[config.mk]
export PLATFORM = sky130hd
export DESIGN_NAME = multi_task_watchdog_supervisor_top
export DESIGN_NICKNAME = d
export VERILOG_FILES = /design/src/hw/rtl/mtws_pkg.sv /design/src/hw/rtl/multi_task_watchdog_supervisor_top.sv
export SDC_FILE = /design/constraint.sdc
export NUM_CORES = 1
export LEC_CHECK = 0
export BUFFER_PORTS_ARGS = -buffer_cell sky130_fd_sc_hd__buf_2
export CAP_MARGIN = 20
export CORE_ASPECT_RATIO = 0.6
export CORE_MARGIN = 2
export CORE_UTILIZATION = 58
export DETAILED_ROUTE_END_ITERATION = 10
export GPL_TIMING_DRIVEN = 1
export HOLD_SLACK_MARGIN = 0.12
export PLACE_DENSITY = 0.78
export SLEW_MARGIN = 20
export SYNTH_ARGS = -nofsm -noshare
export SYNTH_HDL_FRONTEND = slang
export SYNTH_SLANG_ARGS = --single-unit
[constraint.sdc]
create_clock -name clk -period 5.1 [get_ports clk]
set_input_delay 0.51 -clock clk [delete_from_list [all_inputs] [get_ports clk]]
set_output_delay 0.51 -clock clk [all_outputs]
set_load 0.01 [all_outputs]
[src/hw/rtl/mtws_pkg.sv]
// types and constants shared by the multi-task watchdog supervisor
package mtws_pkg;

  localparam int MAX_TASKS = 4;
  localparam int TIME_W    = 32;
  localparam int CFG_IDX_W = 3;

  // item kinds
  localparam logic [2:0] KIND_INIT   = 3'd0;
  localparam logic [2:0] KIND_TICK   = 3'd1;
  localparam logic [2:0] KIND_CHECK  = 3'd2;
  localparam logic [2:0] KIND_REPORT = 3'd3;
  localparam logic [2:0] KIND_ENABLE = 3'd4;
  localparam logic [2:0] KIND_START  = 3'd5;

  // result status codes
  localparam logic [1:0] ST_OK       = 2'd0;
  localparam logic [1:0] ST_NOT_INIT = 2'd1;
  localparam logic [1:0] ST_BAD_TASK = 2'd2;

  // configuration register indexes
  localparam logic [CFG_IDX_W-1:0] REG_TIMEOUT0    = 3'd0;
  localparam logic [CFG_IDX_W-1:0] REG_TIMEOUT1    = 3'd1;
  localparam logic [CFG_IDX_W-1:0] REG_TIMEOUT2    = 3'd2;
  localparam logic [CFG_IDX_W-1:0] REG_TIMEOUT3    = 3'd3;
  localparam logic [CFG_IDX_W-1:0] REG_ENABLE_MASK = 3'd4;
  localparam logic [CFG_IDX_W-1:0] REG_KICK_PERIOD = 3'd5;

  localparam logic [TIME_W-1:0]    TIMEOUT_RST     = 32'd100;
  localparam logic [MAX_TASKS-1:0] ENABLE_MASK_RST = 4'hf;
  localparam logic [TIME_W-1:0]    KICK_PERIOD_RST = 32'd10;

  typedef struct packed {
    logic [2:0] kind;
    logic [2:0] task_index;
    logic       enable_value;
  } in_item_t;

  typedef struct packed {
    logic                 kick;
    logic [1:0]           status;
    logic                 all_ok;
    logic                 running;
    logic [MAX_TASKS-1:0] enable_mask;
    logic                 late_flag;
    logic [1:0]           late_task;
  } out_item_t;

endpackage

[src/hw/rtl/multi_task_watchdog_supervisor_top.sv]
// multi-task watchdog supervisor: task timeout checks and watchdog kick decision
//
//   channel | direction | handshake              | payload
//   --------+-----------+------------------------+---------------------------
//   in      | input     | in_valid / in_ready    | in_data (in_item_t)
//   out     | output    | out_valid / out_ready  | out_data (out_item_t)
//   cfg     | input     | cfg_wr_en, no wait     | cfg_index, cfg_data
//
// every item updates state and the result register at the accept edge, and the result
// shows the cycle after; one item per cycle is sustained through the single output
// register while out_ready keeps it drained, with the per-task elapsed-time compares in parallel.
// rst is synchronous; it clears all state and loads the register defaults.
// a stalled result holds in the output register and the input stalls only while it is full
// and not taken.
module multi_task_watchdog_supervisor_top #(
  parameter int NUM_TASKS = 4
) (
  input  logic                              clk,
  input  logic                              rst,
  input  logic                              in_valid,
  output logic                              in_ready,
  input  mtws_pkg::in_item_t                in_data,
  output logic                              out_valid,
  input  logic                              out_ready,
  output mtws_pkg::out_item_t               out_data,
  input  logic                              cfg_wr_en,
  input  logic [mtws_pkg::CFG_IDX_W-1:0]    cfg_index,
  input  logic [mtws_pkg::TIME_W-1:0]       cfg_data
);
  import mtws_pkg::*;

  // configuration
  logic [TIME_W-1:0]    timeout [MAX_TASKS];
  logic [MAX_TASKS-1:0] init_mask;
  logic [TIME_W-1:0]    kick_period;

  // supervisor state
  logic [TIME_W-1:0] now_time, now_time_next;
  logic [TIME_W-1:0] report_time [NUM_TASKS];
  logic [TIME_W-1:0] report_time_next [NUM_TASKS];
  logic [NUM_TASKS-1:0] task_enable, task_enable_next;
  logic [TIME_W-1:0] last_kick_time, last_kick_time_next;
  logic ok_flag, ok_flag_next;
  logic started, started_next;
  logic initialized, initialized_next;

  logic                 accept;
  logic [NUM_TASKS-1:0] late_vec;
  logic                 kick_due;
  logic                 idx_ok;
  logic                 any_late;
  logic [1:0]           late_idx;
  out_item_t            result;
  logic [TIME_W-1:0]    elapsed [NUM_TASKS];
  logic [TIME_W-1:0]    kick_elapsed;

  assign in_ready = !out_valid || out_ready;
  assign accept   = in_valid && in_ready;

  always_ff @(posedge clk) begin
    if (rst) begin
      for (int i = 0; i < MAX_TASKS; i++) begin
        timeout[i] <= TIMEOUT_RST;
      end
      init_mask   <= ENABLE_MASK_RST;
      kick_period <= KICK_PERIOD_RST;
    end else if (cfg_wr_en) begin
      case (cfg_index)
        REG_TIMEOUT0:    timeout[0] <= cfg_data;
        REG_TIMEOUT1:    timeout[1] <= cfg_data;
        REG_TIMEOUT2:    timeout[2] <= cfg_data;
        REG_TIMEOUT3:    timeout[3] <= cfg_data;
        REG_ENABLE_MASK: init_mask <= cfg_data[MAX_TASKS-1:0];
        REG_KICK_PERIOD: kick_period <= cfg_data;
        default: ;
      endcase
    end
  end

  // per-task wrapping elapsed time, all in parallel
  always_comb begin
    for (int i = 0; i < NUM_TASKS; i++) begin
      elapsed[i]  = now_time - report_time[i];
      late_vec[i] = task_enable[i] && (elapsed[i] > timeout[i]);
    end
  end

  // lowest late task wins
  always_comb begin
    any_late = |late_vec;
    late_idx = '0;
    for (int i = NUM_TASKS - 1; i >= 0; i--) begin
      if (late_vec[i]) begin
        late_idx = 2'(i);
      end
    end
  end

  assign kick_elapsed = now_time - last_kick_time;
  assign kick_due     = kick_elapsed >= kick_period;
  assign idx_ok       = in_data.task_index < 3'(NUM_TASKS);

  always_comb begin
    now_time_next       = now_time;
    report_time_next    = report_time;
    task_enable_next    = task_enable;
    last_kick_time_next = last_kick_time;
    ok_flag_next        = ok_flag;
    started_next        = started;
    initialized_next    = initialized;
    result              = '0;
    result.status       = ST_OK;

    if (in_data.kind == KIND_TICK) begin
      now_time_next = now_time + 1'b1;
    end else if (in_data.kind == KIND_INIT) begin
      if (!initialized) begin
        initialized_next = 1'b1;
        started_next     = 1'b0;
        for (int i = 0; i < NUM_TASKS; i++) begin
          task_enable_next[i] = init_mask[i];
          report_time_next[i] = now_time;
        end
      end
    end else if (!initialized) begin
      result.status = ST_NOT_INIT;
    end else begin
      case (in_data.kind)
        KIND_CHECK: begin
          if (started) begin
            if (any_late) begin
              ok_flag_next     = 1'b0;
              result.late_flag = 1'b1;
              result.late_task = late_idx;
            end else if (ok_flag) begin
              // zero period kicks on every passing check without moving the mark
              if (kick_period == '0) begin
                result.kick = 1'b1;
              end else if (kick_due) begin
                result.kick         = 1'b1;
                last_kick_time_next = now_time;
              end
            end
          end
        end
        KIND_REPORT, KIND_ENABLE: begin
          if (!idx_ok) begin
            result.status = ST_BAD_TASK;
          end else begin
            for (int i = 0; i < NUM_TASKS; i++) begin
              if (3'(i) == in_data.task_index) begin
                if (in_data.kind == KIND_REPORT) begin
                  report_time_next[i] = now_time;
                end else if (in_data.enable_value != task_enable[i]) begin
                  report_time_next[i] = now_time;
                  task_enable_next[i] = in_data.enable_value;
                end
              end
            end
          end
        end
        KIND_START: begin
          last_kick_time_next = now_time;
          ok_flag_next        = 1'b1;
          started_next        = 1'b1;
          for (int i = 0; i < NUM_TASKS; i++) begin
            report_time_next[i] = now_time;
          end
        end
        default: ;
      endcase
    end

    result.all_ok      = ok_flag_next;
    result.running     = started_next;
    result.enable_mask = '0;
    for (int i = 0; i < NUM_TASKS; i++) begin
      result.enable_mask[i] = task_enable_next[i];
    end
  end

  always_ff @(posedge clk) begin
    if (rst) begin
      now_time       <= '0;
      task_enable    <= '0;
      last_kick_time <= '0;
      ok_flag        <= 1'b0;
      started        <= 1'b0;
      initialized    <= 1'b0;
      for (int i = 0; i < NUM_TASKS; i++) begin
        report_time[i] <= '0;
      end
    end else if (accept) begin
      now_time       <= now_time_next;
      task_enable    <= task_enable_next;
      last_kick_time <= last_kick_time_next;
      ok_flag        <= ok_flag_next;
      started        <= started_next;
      initialized    <= initialized_next;
      report_time    <= report_time_next;
    end
  end

  // output register
  always_ff @(posedge clk) begin
    if (rst) begin
      out_valid <= 1'b0;
    end else if (accept) begin
      out_valid <= 1'b1;
    end else if (out_ready) begin
      out_valid <= 1'b0;
    end
  end

  always_ff @(posedge clk) begin
    if (accept) begin
      out_data <= result;
    end
  end

  // a late check never leaves the flag set
  a_late_clears_ok: assert property (@(posedge clk) disable iff (rst)
    out_valid && out_data.late_flag |-> !out_data.all_ok)
    else $error("late check reported with all_ok set");

  // a kick only comes from a running supervisor with all tasks healthy
  a_kick_needs_ok: assert property (@(posedge clk) disable iff (rst)
    out_valid && out_data.kick |-> out_data.all_ok && out_data.running)
    else $error("kick without running and all_ok");

  // before init nothing is enabled or running
  a_not_init_idle: assert property (@(posedge clk) disable iff (rst)
    out_valid && out_data.status == ST_NOT_INIT |->
      out_data.enable_mask == '0 && !out_data.running)
    else $error("not-initialized result shows live state");

  // an empty output register never stalls the input
  a_ready_when_empty: assert property (@(posedge clk) disable iff (rst)
    !out_valid |-> in_ready)
    else $error("input stalled with empty output register");

  // reset leaves no result behind
  a_reset_empty: assert property (@(posedge clk)
    $past(rst) |-> !out_valid)
    else $error("result valid right after reset");

endmodule
==> impl_metrics.ini <==
[clock_tree]
cts_tree = done
hold_buffers = 0
clk_pin_slew_ns = 0.06
clock_latency_ns = 0.56
clock_sinks = 376
cts_max_path_buffers = 3
cts-root-buf = clkbuf_16
cts.htree.levels = 2
cts_buffers = 38

[detailed_routing]
vias = 22800
wirelength_um = 77500
dr.pass1.iters = 5
antenna_left = 0
drt_iter0_markers = 2375
wl_per_cell_um = 20.2
vias_per_cell = 5.96
drc = 0

[worst_setup_path]
cp.required_ns = 5.57
r2r-end = last_kick_time[21]
critPathLaunchType = register
rrSetupSlack_ns = -0.38
worstPathMaxFanout = 6
worst_ep_arrival_time_ns = 5.95
crit_type = register to register
ff2ff_path_depth = 24
crit_path_end_kind = register
r2r-start = now_time[1]

[global_routing]
grt_first_pass_wirelength_um = 118000
grt_pass1_vias = 21700
antenna_found_initial = 8
grt_util_all_layers = 0.319
grt_start_max_net_pins = 115
gr-total-overflow = 0

[die]
die_area_sq_mm = 0.0471
die_x_um = 279
initial_utilization = 0.587
rows = 60
die_h_um = 169
core_area_sq_mm = 0.0447
ioPinCount = 61

[power_and_ir_drop]
p_leak_uw = 0.0130
power_uw = 6550
power_density_mw_per_mm2 = 215
ir_drop_mv = 0.173

[layout]
drive_gt1_frac = 0.138
diodes = 0
syn2layout_area_growth_pct = 15.8
multi_input_area_sq_mm = 0.0161
layout.nets = 3581
regArea_sq_mm = 0.00894
fillerInstances = 3465

[synth]
synth-edff-count = 140
syn-num-nets = 3365
synthArstFlopShare = 0
yosysWarnings = 0
ys_seq_elements = 376
avgSynthCellArea_sq_um = 8.76
synth_cell_type_count = 77
syn_inst = 2997
synth_area_sq_mm = 0.0263
ys.flop_type = dfxtp_1
ys_seq_area_frac = 0.340

[min_path]
hold_path.class = input pin to register
worstHoldStart = in_valid
min_to = out_valid
hold_depth = 3

[placed_design]
place_congestion = 1.00
post-place-ws_ns = -0.583
port_buffers = 60
hpwl_um = 58400

[sta]
max_slew_margin = 0.332
tns_ns = -11.10
hold_viol = 0
min_period_over_period = 1.08
fin_crit_ns = 5.48
worst_pin_slew_ns = 1.00
holdWs_ns = 0.196
setup_ws_ns = -0.385
slew_violations = 0
setup_viol_count_final = 34
max_freq_ghz = 0.182
clock_skew_ns = 0.0214
rsz0062_at_grt = true

[flow_run]
drv_cap = 0

[status]
violations = negative setup slack
status = complete, but fails checks
cell type report:
| cell class | instances | area share |
|---|---|---|
| Sequential cell | 376 | 0.294 |
| Tap cell | 589 | 0.0242 |
| Clock buffer | 57 | 0.0366 |
| Multi-Input combinational cell | 2165 | 0.529 |
| Inverter | 358 | 0.0443 |
| Timing Repair Buffer | 274 | 0.0685 |
| Clock inverter | 11 | 0.00370 |
power by group:
| part | total (uW) | switching, uW | leakage, uW | internal, uW |
|---|---|---|---|---|
| sequential | 3230 | 36.0 | 0.00327 | 3190 |
| combinational | 456 | 306 | 0.00913 | 149 |
| clock | 2870 | 1250 | 0.000604 | 1620 |
flip-flops by register name, summed over array words and instances, names as in the netlist:
register / count
report_time: 128
timeout: 128
kick_period: 32
last_kick_time: 32
now_time: 32
out_data: 12
init_mask: 4
task_enable: 4
initialized: 1
ok_flag: 1
out_valid: 1
started: 1
placed cells by master (no fill, tap or decap), types with 8 or more instances in the layout:
cell	instances
a211o_1	12
a211oi_1	19
a21o_1	66
a21oi_1	194
a21oi_2	17
a221o_1	8
a31oi_1	10
and2_1	120
and3_1	35
buf_2	59
buf_4	197
clkbuf_1	12
clkbuf_16	40
dfxtp_1	232
edfxtp_1	140
ha_1	311
inv_1	355
mux2i_1	165
nand2_1	185
nand2b_1	102
nand3_1	36
nand4_1	34
nor2_1	264
nor2b_1	34
nor3_1	27
nor4_1	12
o211ai_1	16
o21a_1	35
o21ai_0	90
o21bai_1	18
o31a_1	8
or3_1	19
xnor2_1	105
xor2_1	63
per-stage QoR:
step                cell area [sq um]   util  std cells
floorplan                       26300      -       2997
global placement                28500  0.636       3737
detailed placement              28500  0.636       3737
CTS                             30100  0.672       3820
global route                    30400  0.680       3830
finish                          30400  0.680       3830
worst max-delay path, cell delays in order, from the launching register on:
cell and delay [ns]:
dfxtp_4 0.38, buf_12 0.14, ha_4 0.22, nor2b_4 0.12, o31a_1 0.29, o41a_1 0.40
a31o_2 0.28, o211a_4 0.26, o2111ai_4 0.23, a21boi_2 0.10, nor4_2 0.29, o21ai_1 0.10
nor3b_4 0.16, ha_1 0.30, and4_4 0.24, nand3_4 0.07, or3_4 0.41, o31ai_2 0.22
a21oi_2 0.07, nor3_2 0.20, nand4b_1 0.19, o21ai_4 0.22, buf_12 0.16, buf_12 0.13
mux2i_1 0.20
cell families after synthesis:
| group | after synthesis | synth area share |
|---|---|---|
| AOI/OAI and AO/OA | 588 | 0.144 |
| xor gates and xnor gates | 169 | 0.0564 |
| adders and majority gates | 321 | 0.154 |
| buffers and inverters | 456 | 0.0670 |
| DFF | 376 | 0.340 |
| muxes | 166 | 0.0633 |
| and+or+nand+nor | 921 | 0.175 |
repair_timing:
item,4_1_cts,5_1_grt
setup endpoints to repair,38,38
gates resized for setup,45,62
cloned,3,0
pin swaps,42,57
setup buffers,12,11
per-layer routing:
layer	global-route usage	share of wire	vias up	wire (um)
li1	-	-	10800	-
met1	0.472	0.45	10800	35100
met2	0.464	0.41	1080	31400
met3	0.0777	0.12	156	8980
met4	0.0835	0.025	2	1960
met5	0	0.00017	-	13
cells in the mapped netlist, types with 9 or more instances:
library cell / count / area share
and3_1: 35 / 0.0083
nor2b_1: 37 / 0.0088
a211o_1: 12 / 0.0040
nand2b_1: 102 / 0.024
nor2_1: 269 / 0.038
and2_1: 120 / 0.029
a21oi_1: 214 / 0.041
edfxtp_1: 140 / 0.16
nor3_1: 32 / 0.0061
dfxtp_1: 236 / 0.18
xor2_1: 63 / 0.021
o21bai_1: 18 / 0.0051
o21a_1: 35 / 0.010
a211oi_1: 24 / 0.0069
a21o_1: 66 / 0.019
a31oi_1: 12 / 0.0029
buf_2: 20 / 0.0038
mux2i_1: 165 / 0.063
xnor2_1: 106 / 0.035
o31ai_1: 9 / 0.0026
nand2_1: 188 / 0.027
o211ai_1: 16 / 0.0046
nor4_1: 13 / 0.0031
nand3_1: 38 / 0.0072
clkbuf_1: 74 / 0.011
o21ai_0: 92 / 0.018
inv_1: 358 / 0.051
or3_1: 20 / 0.0048
ha_1: 316 / 0.15
nand4_1: 34 / 0.0081
how the worst max path moves through the flow:
stage	from	endpoint	slack [ns]	cells after the start
6_report	now_time[1]	last_kick_time[21]	-0.38	24
5_1_grt	now_time[1]	last_kick_time[25]	-0.55	24
4_1_cts	now_time[0]	last_kick_time[28]	-0.34	27
3_5_place_dp	now_time[0]	last_kick_time[21]	-0.58	26
3_3_place_gp	now_time[0]	last_kick_time[23]	-0.36	25
2_1_floorplan	now_time[0]	last_kick_time[1]	0.02	26
Note: power is estimated with default switching activity, not from simulation.
